<file path="src/wdr_pkg.sv">
package wdr_pkg;

    // Operation codes carried by each input item.
    typedef enum logic [1:0] {
        OP_PIN       = 2'd0,
        OP_TICK      = 2'd1,
        OP_TAKE_CARD = 2'd2,
        OP_TAKE_PAD  = 2'd3
    } t_op;

    // Configuration register indexes.
    localparam logic [7:0] CFG_IDLE_LIMIT = 8'd0;
    localparam logic [7:0] CFG_CARD_EN    = 8'd1;
    localparam logic [7:0] CFG_PAD_EN     = 8'd2;
    localparam logic [7:0] CFG_COMBO      = 8'd3;

    // Frame geometry and counter limits.
    localparam int          CARD_BITS        = 26;
    localparam int          PAD_BITS         = 4;
    localparam int          CARD_DATA_BITS   = 24;
    localparam logic [5:0]  COUNT_MAX        = 6'd63;
    localparam logic [7:0]  IDLE_MAX         = 8'd255;
    localparam logic [7:0]  IDLE_LIMIT_RESET = 8'd10;

    // Configuration seen by the receiver core.
    typedef struct packed {
        logic [7:0] idle_limit;
        logic       card_en;
        logic       pad_en;
        logic       combo;
    } t_cfg;

    // One result item.
    typedef struct packed {
        logic                      card_ready;
        logic [CARD_DATA_BITS-1:0] card_value;
        logic                      pad_ready;
        logic [PAD_BITS-1:0]       pad_value;
    } t_result;

endpackage

</file>
<file path="src/wiegand_dual_receiver_unit.sv">
// Dual Wiegand receiver: one card reader channel and one keypad channel.
// Input items arrive on i_in_valid / o_in_ready and carry an operation code
// (pin event, idle tick, take card value, take keypad value) with the four
// line levels, which only a pin event uses. Every accepted item yields one
// result item on o_out_valid / i_out_ready holding both ready flags and both
// held values.
// Each result is registered and shown from the cycle after its item is taken.
// One item is taken every cycle unless the consumer stalls; the whole update
// runs in one combinational pass from receiver state into the result register.
// When the consumer stalls, o_in_ready stays high only in the cycle in which
// the waiting result is taken, so the result register is refilled at once.
// Configuration writes on i_cfg_valid / o_cfg_ready are taken in any cycle
// and are meant to be issued while no item is in flight.
// Synchronous reset clears the receiver state, empties the result register
// and loads the register reset values (idle limit 10, both channels enabled,
// combo mode off).
module wiegand_dual_receiver_unit (
    input  logic        i_clk,
    input  logic        i_rst_n,
    input  logic        i_in_valid,
    output logic        o_in_ready,
    input  logic [1:0]  i_op,
    input  logic        i_card_d0,
    input  logic        i_card_d1,
    input  logic        i_pad_d0,
    input  logic        i_pad_d1,
    output logic        o_out_valid,
    input  logic        i_out_ready,
    output logic        o_card_ready,
    output logic [23:0] o_card_value,
    output logic        o_pad_ready,
    output logic [3:0]  o_pad_value,
    input  logic        i_cfg_valid,
    output logic        o_cfg_ready,
    input  logic [7:0]  i_cfg_index,
    input  logic [7:0]  i_cfg_data
);

    wdr_pkg::t_cfg    cfg;
    wdr_pkg::t_result result;
    wdr_pkg::t_result r_out;
    logic             r_out_valid;
    logic             in_accept;

    assign o_in_ready = !r_out_valid || i_out_ready;
    assign in_accept  = i_in_valid && o_in_ready;

    // Configuration registers.
    wdr_cfg_regs u_cfg (
        .i_clk       (i_clk),
        .i_rst_n     (i_rst_n),
        .i_cfg_valid (i_cfg_valid),
        .o_cfg_ready (o_cfg_ready),
        .i_cfg_index (i_cfg_index),
        .i_cfg_data  (i_cfg_data),
        .o_cfg       (cfg)
    );

    // Receiver state and per-item update.
    wdr_core u_core (
        .i_clk    (i_clk),
        .i_rst_n  (i_rst_n),
        .i_accept (in_accept),
        .i_op     (wdr_pkg::t_op'(i_op)),
        .i_lines  ({i_pad_d1, i_pad_d0, i_card_d1, i_card_d0}),
        .i_cfg    (cfg),
        .o_result (result)
    );

    // Result register valid flag.
    always_ff @(posedge i_clk) begin
        if (!i_rst_n) begin
            r_out_valid <= 1'b0;
        end else if (in_accept) begin
            r_out_valid <= 1'b1;
        end else if (i_out_ready) begin
            r_out_valid <= 1'b0;
        end
    end

    // Result register payload.
    always_ff @(posedge i_clk) begin
        if (in_accept) begin
            r_out <= result;
        end
    end

    assign o_out_valid  = r_out_valid;
    assign o_card_ready = r_out.card_ready;
    assign o_card_value = r_out.card_value;
    assign o_pad_ready  = r_out.pad_ready;
    assign o_pad_value  = r_out.pad_value;

    // Every accepted item shows up as a result in the next cycle.
    a_accept_gives_result: assert property (@(posedge i_clk) disable iff (!i_rst_n)
        in_accept |=> o_out_valid)
        else $error("accepted item produced no result");

    // A waiting result that is not taken blocks new items.
    a_no_overwrite: assert property (@(posedge i_clk) disable iff (!i_rst_n)
        (r_out_valid && !i_out_ready) |-> !in_accept)
        else $error("result overwritten before it was taken");

    // A result is dropped only by being taken.
    a_no_drop: assert property (@(posedge i_clk) disable iff (!i_rst_n)
        (r_out_valid && !i_out_ready) |=> r_out_valid)
        else $error("result lost without a take");

endmodule

</file>
<file path="src/wdr_cfg_regs.sv">
module wdr_cfg_regs (
    input  logic          i_clk,
    input  logic          i_rst_n,
    input  logic          i_cfg_valid,
    output logic          o_cfg_ready,
    input  logic [7:0]    i_cfg_index,
    input  logic [7:0]    i_cfg_data,
    output wdr_pkg::t_cfg o_cfg
);

    wdr_pkg::t_cfg r_cfg;

    // Writes are always taken; unknown indexes are dropped.
    assign o_cfg_ready = 1'b1;
    assign o_cfg       = r_cfg;

    // Register file with its reset values.
    always_ff @(posedge i_clk) begin
        if (!i_rst_n) begin
            r_cfg.idle_limit <= wdr_pkg::IDLE_LIMIT_RESET;
            r_cfg.card_en    <= 1'b1;
            r_cfg.pad_en     <= 1'b1;
            r_cfg.combo      <= 1'b0;
        end else if (i_cfg_valid) begin
            unique case (i_cfg_index)
                wdr_pkg::CFG_IDLE_LIMIT: r_cfg.idle_limit <= i_cfg_data;
                wdr_pkg::CFG_CARD_EN:    r_cfg.card_en    <= i_cfg_data[0];
                wdr_pkg::CFG_PAD_EN:     r_cfg.pad_en     <= i_cfg_data[0];
                wdr_pkg::CFG_COMBO:      r_cfg.combo      <= i_cfg_data[0];
                default: ;
            endcase
        end
    end

endmodule

</file>
<file path="src/wdr_core.sv">
module wdr_core (
    input  logic             i_clk,
    input  logic             i_rst_n,
    input  logic             i_accept,
    input  wdr_pkg::t_op     i_op,
    input  logic [3:0]       i_lines,
    input  wdr_pkg::t_cfg    i_cfg,
    output wdr_pkg::t_result o_result
);

    logic [3:0]  r_last_lines, n_last_lines;
    logic [25:0] r_card_shift, n_card_shift;
    logic [5:0]  r_card_count, n_card_count;
    logic [3:0]  r_pad_shift,  n_pad_shift;
    logic [5:0]  r_pad_count,  n_pad_count;
    logic [7:0]  r_idle_count, n_idle_count;
    logic [23:0] r_card_held,  n_card_held;
    logic [3:0]  r_pad_held,   n_pad_held;
    logic        r_card_flag,  n_card_flag;
    logic        r_pad_flag,   n_pad_flag;

    logic [3:0]  fell;
    logic [3:0]  changed;
    logic [3:0]  watched;
    logic        close;
    logic        card_rep;
    logic        pad_rep;

    function automatic logic [5:0] count_up(input logic [5:0] c);
        return (c < wdr_pkg::COUNT_MAX) ? c + 6'd1 : wdr_pkg::COUNT_MAX;
    endfunction

    assign fell    = r_last_lines & ~i_lines;
    assign changed = r_last_lines ^ i_lines;
    assign watched = {{2{i_cfg.pad_en}}, {2{i_cfg.card_en}}};
    assign close   = r_idle_count > i_cfg.idle_limit;

    // Next state for one item.
    always_comb begin
        n_last_lines = r_last_lines;
        n_card_shift = r_card_shift;
        n_card_count = r_card_count;
        n_pad_shift  = r_pad_shift;
        n_pad_count  = r_pad_count;
        n_idle_count = r_idle_count;
        n_card_held  = r_card_held;
        n_pad_held   = r_pad_held;
        n_card_flag  = r_card_flag;
        n_pad_flag   = r_pad_flag;
        card_rep     = 1'b0;
        pad_rep      = 1'b0;

        case (i_op)
            wdr_pkg::OP_PIN: begin
                // A falling edge shifts in a bit; D1 wins when both fall.
                if (i_cfg.card_en && (fell[1:0] != 2'b00)) begin
                    n_card_shift = {r_card_shift[24:0], fell[1]};
                    n_card_count = count_up(r_card_count);
                end
                if (i_cfg.pad_en && (fell[3:2] != 2'b00)) begin
                    n_pad_shift = {r_pad_shift[2:0], fell[3]};
                    n_pad_count = count_up(r_pad_count);
                end
                if ((changed & watched) != 4'd0) begin
                    n_idle_count = '0;
                end
                n_last_lines = i_lines;
            end
            wdr_pkg::OP_TICK: begin
                if (r_idle_count != wdr_pkg::IDLE_MAX) begin
                    n_idle_count = r_idle_count + 8'd1;
                end
                // Frame close: the keypad digit is applied last so it wins.
                if (close && i_cfg.card_en) begin
                    if (i_cfg.combo && (r_card_count == 6'(wdr_pkg::PAD_BITS))) begin
                        n_pad_held = r_card_shift[3:0];
                        n_pad_flag = 1'b1;
                    end else if (r_card_count == 6'(wdr_pkg::CARD_BITS)) begin
                        n_card_held = r_card_shift[24:1];
                        n_card_flag = 1'b1;
                    end
                    n_card_shift = '0;
                    n_card_count = '0;
                end
                if (close && i_cfg.pad_en) begin
                    if (r_pad_count == 6'(wdr_pkg::PAD_BITS)) begin
                        n_pad_held = r_pad_shift;
                        n_pad_flag = 1'b1;
                    end
                    n_pad_shift = '0;
                    n_pad_count = '0;
                end
            end
            default: ;
        endcase

        // A take reports its flag as it stood before being cleared.
        card_rep = n_card_flag;
        pad_rep  = n_pad_flag;
        if (i_op == wdr_pkg::OP_TAKE_CARD) begin
            n_card_flag = 1'b0;
        end else if (i_op == wdr_pkg::OP_TAKE_PAD) begin
            n_pad_flag = 1'b0;
        end
    end

    assign o_result.card_ready = card_rep;
    assign o_result.card_value = n_card_held;
    assign o_result.pad_ready  = pad_rep;
    assign o_result.pad_value  = n_pad_held;

    // Receiver state, updated once per accepted item.
    always_ff @(posedge i_clk) begin
        if (!i_rst_n) begin
            r_last_lines <= '0;
            r_card_shift <= '0;
            r_card_count <= '0;
            r_pad_shift  <= '0;
            r_pad_count  <= '0;
            r_idle_count <= '0;
            r_card_held  <= '0;
            r_pad_held   <= '0;
            r_card_flag  <= 1'b0;
            r_pad_flag   <= 1'b0;
        end else if (i_accept) begin
            r_last_lines <= n_last_lines;
            r_card_shift <= n_card_shift;
            r_card_count <= n_card_count;
            r_pad_shift  <= n_pad_shift;
            r_pad_count  <= n_pad_count;
            r_idle_count <= n_idle_count;
            r_card_held  <= n_card_held;
            r_pad_held   <= n_pad_held;
            r_card_flag  <= n_card_flag;
            r_pad_flag   <= n_pad_flag;
        end
    end

    // A card take always leaves the card flag clear.
    a_take_clears: assert property (@(posedge i_clk) disable iff (!i_rst_n)
        (i_accept && i_op == wdr_pkg::OP_TAKE_CARD) |=> !r_card_flag)
        else $error("card flag still set after take");

    // A closing tick on the enabled card channel empties its frame.
    a_close_clears: assert property (@(posedge i_clk) disable iff (!i_rst_n)
        (i_accept && i_op == wdr_pkg::OP_TICK && close && i_cfg.card_en)
        |=> (r_card_count == 6'd0))
        else $error("card frame not cleared on close");

    // The pad shift register only moves on a pin event or a close.
    a_pad_shift_stable: assert property (@(posedge i_clk) disable iff (!i_rst_n)
        (i_accept && (i_op == wdr_pkg::OP_TAKE_CARD || i_op == wdr_pkg::OP_TAKE_PAD))
        |=> $stable(r_pad_shift))
        else $error("pad shift register changed on a take");

endmodule

</file>
<file path="config.mk">
export PLATFORM = sky130hd
export DESIGN_NAME = wiegand_dual_receiver_unit
export DESIGN_NICKNAME = d
export VERILOG_FILES = /design/src/wdr_pkg.sv /design/src/wiegand_dual_receiver_unit.sv /design/src/wdr_cfg_regs.sv /design/src/wdr_core.sv
export SDC_FILE = /design/constraint.sdc
export NUM_CORES = 1
export LEC_CHECK = 0
export BUFFER_PORTS_ARGS = -buffer_cell sky130_fd_sc_hd__buf_2
export CORE_MARGIN = 2
export CORE_UTILIZATION = 25
export DETAILED_ROUTE_END_ITERATION = 10
export PLACE_DENSITY_LB_ADDON = 0.25
export RECOVER_POWER = 25
export SKIP_LAST_GASP = 1
export SLEW_MARGIN = 20
export SYNTH_ARGS = -nofsm -noshare
export SYNTH_HDL_FRONTEND = slang
export SYNTH_SLANG_ARGS = --single-unit
export TNS_END_PERCENT = 1
</file>
<file path="constraint.sdc">
create_clock -name i_clk -period 2.1 [get_ports i_clk]
set_input_delay 0.105 -clock i_clk [delete_from_list [all_inputs] [get_ports i_clk]]
set_output_delay 0.105 -clock i_clk [all_outputs]
set_load 0.005 [all_outputs]
</file>
==> flow_summary.json <==
{
  "ir_drop_v": 0.0005211,
  "root_buffer": "clkbuf_16",
  "synth_edf_count": 30,
  "portBuffers": 58,
  "setup_ws_ps": -128.0,
  "vias": 4336,
  "cp-startpoint": "u_cfg.o_cfg[10]",
  "cts_tree": "done",
  "grt_pass1_wl_mm": 22.27,
  "antenna_found_initial": 0,
  "drt-initial-drc-count": 219,
  "power_leakage_nw": 2.787,
  "antenna_cells": 0,
  "finalCriticalPeriod_ps": 2228,
  "detail_route.wl_per_cell_um": 14.19,
  "cp_cell_sequence": "inv_1, ha_1, nand4_1, a21oi_2, o21ai_4, or2_4, buf_16, mux2_4",
  "worst_pin_slew_ps": 706.9,
  "cap_viol_max_count": 0,
  "p_clk_share_pct": 50.3,
  "syn_area_per_cell_sq_um": 10.58,
  "seqCellArea_sq_um": 2813,
  "async_flop_share_pct": 0,
  "crit_path_top_delay_cell": "dfxtp_2",
  "finalNetCount": 688,
  "switchingPower_mw": 1.242,
  "maxSlewHeadroom_pct": 52.87,
  "violations": "setup timing",
  "grt_pass1_vias": 4484,
  "hold_start": "i_cfg_index[1]",
  "place_inst": 887,
  "clock_skew_ps": 9.882,
  "r2r_start": "u_cfg.o_cfg[10]",
  "grt_max_degree": 73,
  "cts-buffers-inserted": 17,
  "die-area_sq_um": 23940,
  "combPwrFrac_pct": 4.0,
  "cp-start-kind": "register",
  "fp-row-count": 55,
  "wl_mm": 13.35,
  "seq_power_share_pct": 45.7,
  "yosys_most_used_dff": "dfxtp_1",
  "die_y_um": 154.7,
  "clock.fmax_mhz": 448.8,
  "cp.arrival_ps": 2380,
  "final_antenna_net_count": 0,
  "start_util_pct": 25.24,
  "track_usage_pct": 11.62,
  "criticalPathCategory": "reg -> reg",
  "placed_area_sq_um": 6460,
  "end_kind": "register",
  "post-route-util_pct": 32.59,
  "netlist.area_leader.share_pct": 33.48,
  "synth-seq-cells": 125,
  "finalPower_mw": 5.484,
  "multi_input_comb_area_sq_um": 2678,
  "hold_end": "u_cfg.o_cfg[2]",
  "p_int_mw": 4.242,
  "path_max_fanout": 6,
  "nFillCells": 2263,
  "reg2reg_depth": 8,
  "syn-num-nets": 582,
  "required_ps": 2260,
  "clk_pin_slew_ps": 60,
  "cts_buffer_depth": 2,
  "synth_seq_area_share_pct": 49.34,
  "rrSetupSlack_ps": -130,
  "clk_latency_ps": 410,
  "areaGrowthSynthToFinish_pct": 29.12,
  "slew_viol_final": 0,
  "drc": 0,
  "status": "finished, violations left",
  "core_sq_um": 22500,
  "rsz0062_at_grt": "yes",
  "synth_area_leaders": "dfxtp_1, edfxtp_1, mux2i_1, mux2_4, nand2_1",
  "final_common_cell": "dfxtp_1",
  "top_level_ports": 60,
  "cts_num_sinks": 125,
  "slowest_delay_ps": 320,
  "stdcell_count": 941,
  "synth.distinct_cells": 63,
  "place_hpwl_mm": 8.850,
  "hold_violations": 0,
  "r2r_end": "o_card_value[1]",
  "synthCells": 537,
  "swShare_pct": 22.65,
  "hp-class": "in -> reg",
  "layout_common_cells": "dfxtp_1, nand2_1, buf_2, buf_4, mux2i_1",
  "whs_path_depth": 4,
  "final_cell_area_sq_um": 7335,
  "gp_congestion": 0.7986,
  "viasPerCell": 4.608,
  "globalRoute.totalOverflow": 0,
  "htree_levels": 4,
  "ys_warn_count": 0,
  "synth_top_area_cell": "dfxtp_1",
  "die_w_um": 154.7,
  "syn-cell-area_sq_um": 5680,
  "min_period_over_period_pct": 106.1,
  "finalSetupViolCount": 74,
  "drt_pass1_iterations": 4,
  "drive_gt1_share_pct": 29.12,
  "power_density_nw_per_um2": 747.7
}
==> timing repair <==
item / CTS / global route
hold buffers: 13 / 0
setup endpoints to repair: 79 / 104
pin swaps: 9 / 2
gates cloned: 3 / 0
endpoints found under the hold margin: 16 / 0
resized for setup: 20 / 2
buffers inserted: 5 / 1
==> logic make-up (layout without fill, tap and decap cells) <==
kind of cell               after synthesis  count (layout)  share of synthesized area [%]
AOI/OAI and AO/OA                       84              84                          11.78
xor gates and xnor gates                 5               5                         0.7709
adders and majority gates               18              18                          3.965
buffers and inverters                   53             172                          4.912
DFF                                    125             125                          49.34
muxes                                   62              62                          12.71
other                                    1               1                        0.06602
and+or+nand+nor                        189             189                          16.45
==> critical path, delay by kind of cell (launching register included) <==
family	cells	cell delay [ps]
AO/OA/AOI/OAI	2	330
AND/OR/NAND/NOR	2	520
adder cells (fa/ha/maj)	1	290
buffers and inverters	2	220
flip-flops	1	320
multiplexers	1	290
==> power groups by stage <==
stage	clock network, mW	logic, mW	registers (mW)
after global routing	2.94	0.242	2.51
after floorplan	0	0.101	2.56
after detailed placement	0	0.203	2.56
after CTS	2.84	0.222	2.51
final	2.76	0.219	2.51
after global placement	0	0.200	2.56
==> cell type report <==
cell class,instances,share of cell area (%)
Clock buffer,19,6.039
Clock inverter,13,1.586
Inverter,22,1.126
Multi-Input combinational cell,359,36.51
Sequential cell,125,38.35
Tap cell,285,4.862
Timing Repair Buffer,118,11.53
==> layer usage <==
metal / up-vias / share of wire (%) / track usage [%]
met1: 2083 / 48 / 14.65
met2: 67 / 47 / 19.52
met3: 17 / 3.2 / 3.054
met4: 0 / 1.5 / 3.527
li1: 2169 / - / -
met5: - / 0 / 0
==> flip-flops by register name, summed over array words and instances, names as in the netlist <==
signal	count
o_pad_ready	1
u_core.r_card_held	24
u_core.r_card_flag	1
u_core.r_card_count	6
u_cfg.o_cfg	11
o_pad_value	4
u_core.r_pad_held	4
u_core.r_pad_count	6
u_core.r_card_shift	25
o_card_value	24
u_core.r_idle_count	8
u_core.r_pad_flag	1
o_out_valid	1
u_core.r_last_lines	4
o_card_ready	1
u_core.r_pad_shift	4
==> stage by stage <==
step | setup TNS, ps | hold slack [ps] | setup WS (ps)
2_1_floorplan | -3598 | 233.5 | -173.1
3_5_place_dp | -7243 | 347.6 | -222.8
5_1_grt | -14340 | 74.97 | -213.4
4_1_cts | -3872 | 41.43 | -128.2
6_report | -4358 | 67.03 | -128.0
3_3_place_gp | -4386 | 343.5 | -166.3
==> worst max-delay path by stage <==
stage | slack [ps] | end | cells after the start
3_5_place_dp | -220 | o_card_value[22] | 9
6_report | -130 | o_card_value[1] | 8
4_1_cts | -130 | o_card_value[22] | 9
2_1_floorplan | -170 | o_card_value[10] | 10
5_1_grt | -210 | o_card_value[1] | 8
3_3_place_gp | -170 | o_card_value[22] | 9
==> cells in the mapped netlist (4+ instances only) <==
master    count
nand4_1       5
dfxtp_1      95
o221a_2       9
mux2i_1      38
buf_2         5
a31oi_1       5
o211ai_1      4
o22a_1        8
nand3_1      35
nand2b_1      6
buf_6         5
ha_1         18
nor2_1       34
mux2_2        5
a32o_1        5
edfxtp_1     30
a21oi_1       9
nand2_1      67
o22ai_1      24
nor3_1       11
xor2_1        5
mux2_4       19
clkbuf_1     15
and3_1        5
inv_1        21
(Power assumes the default switching activity.)
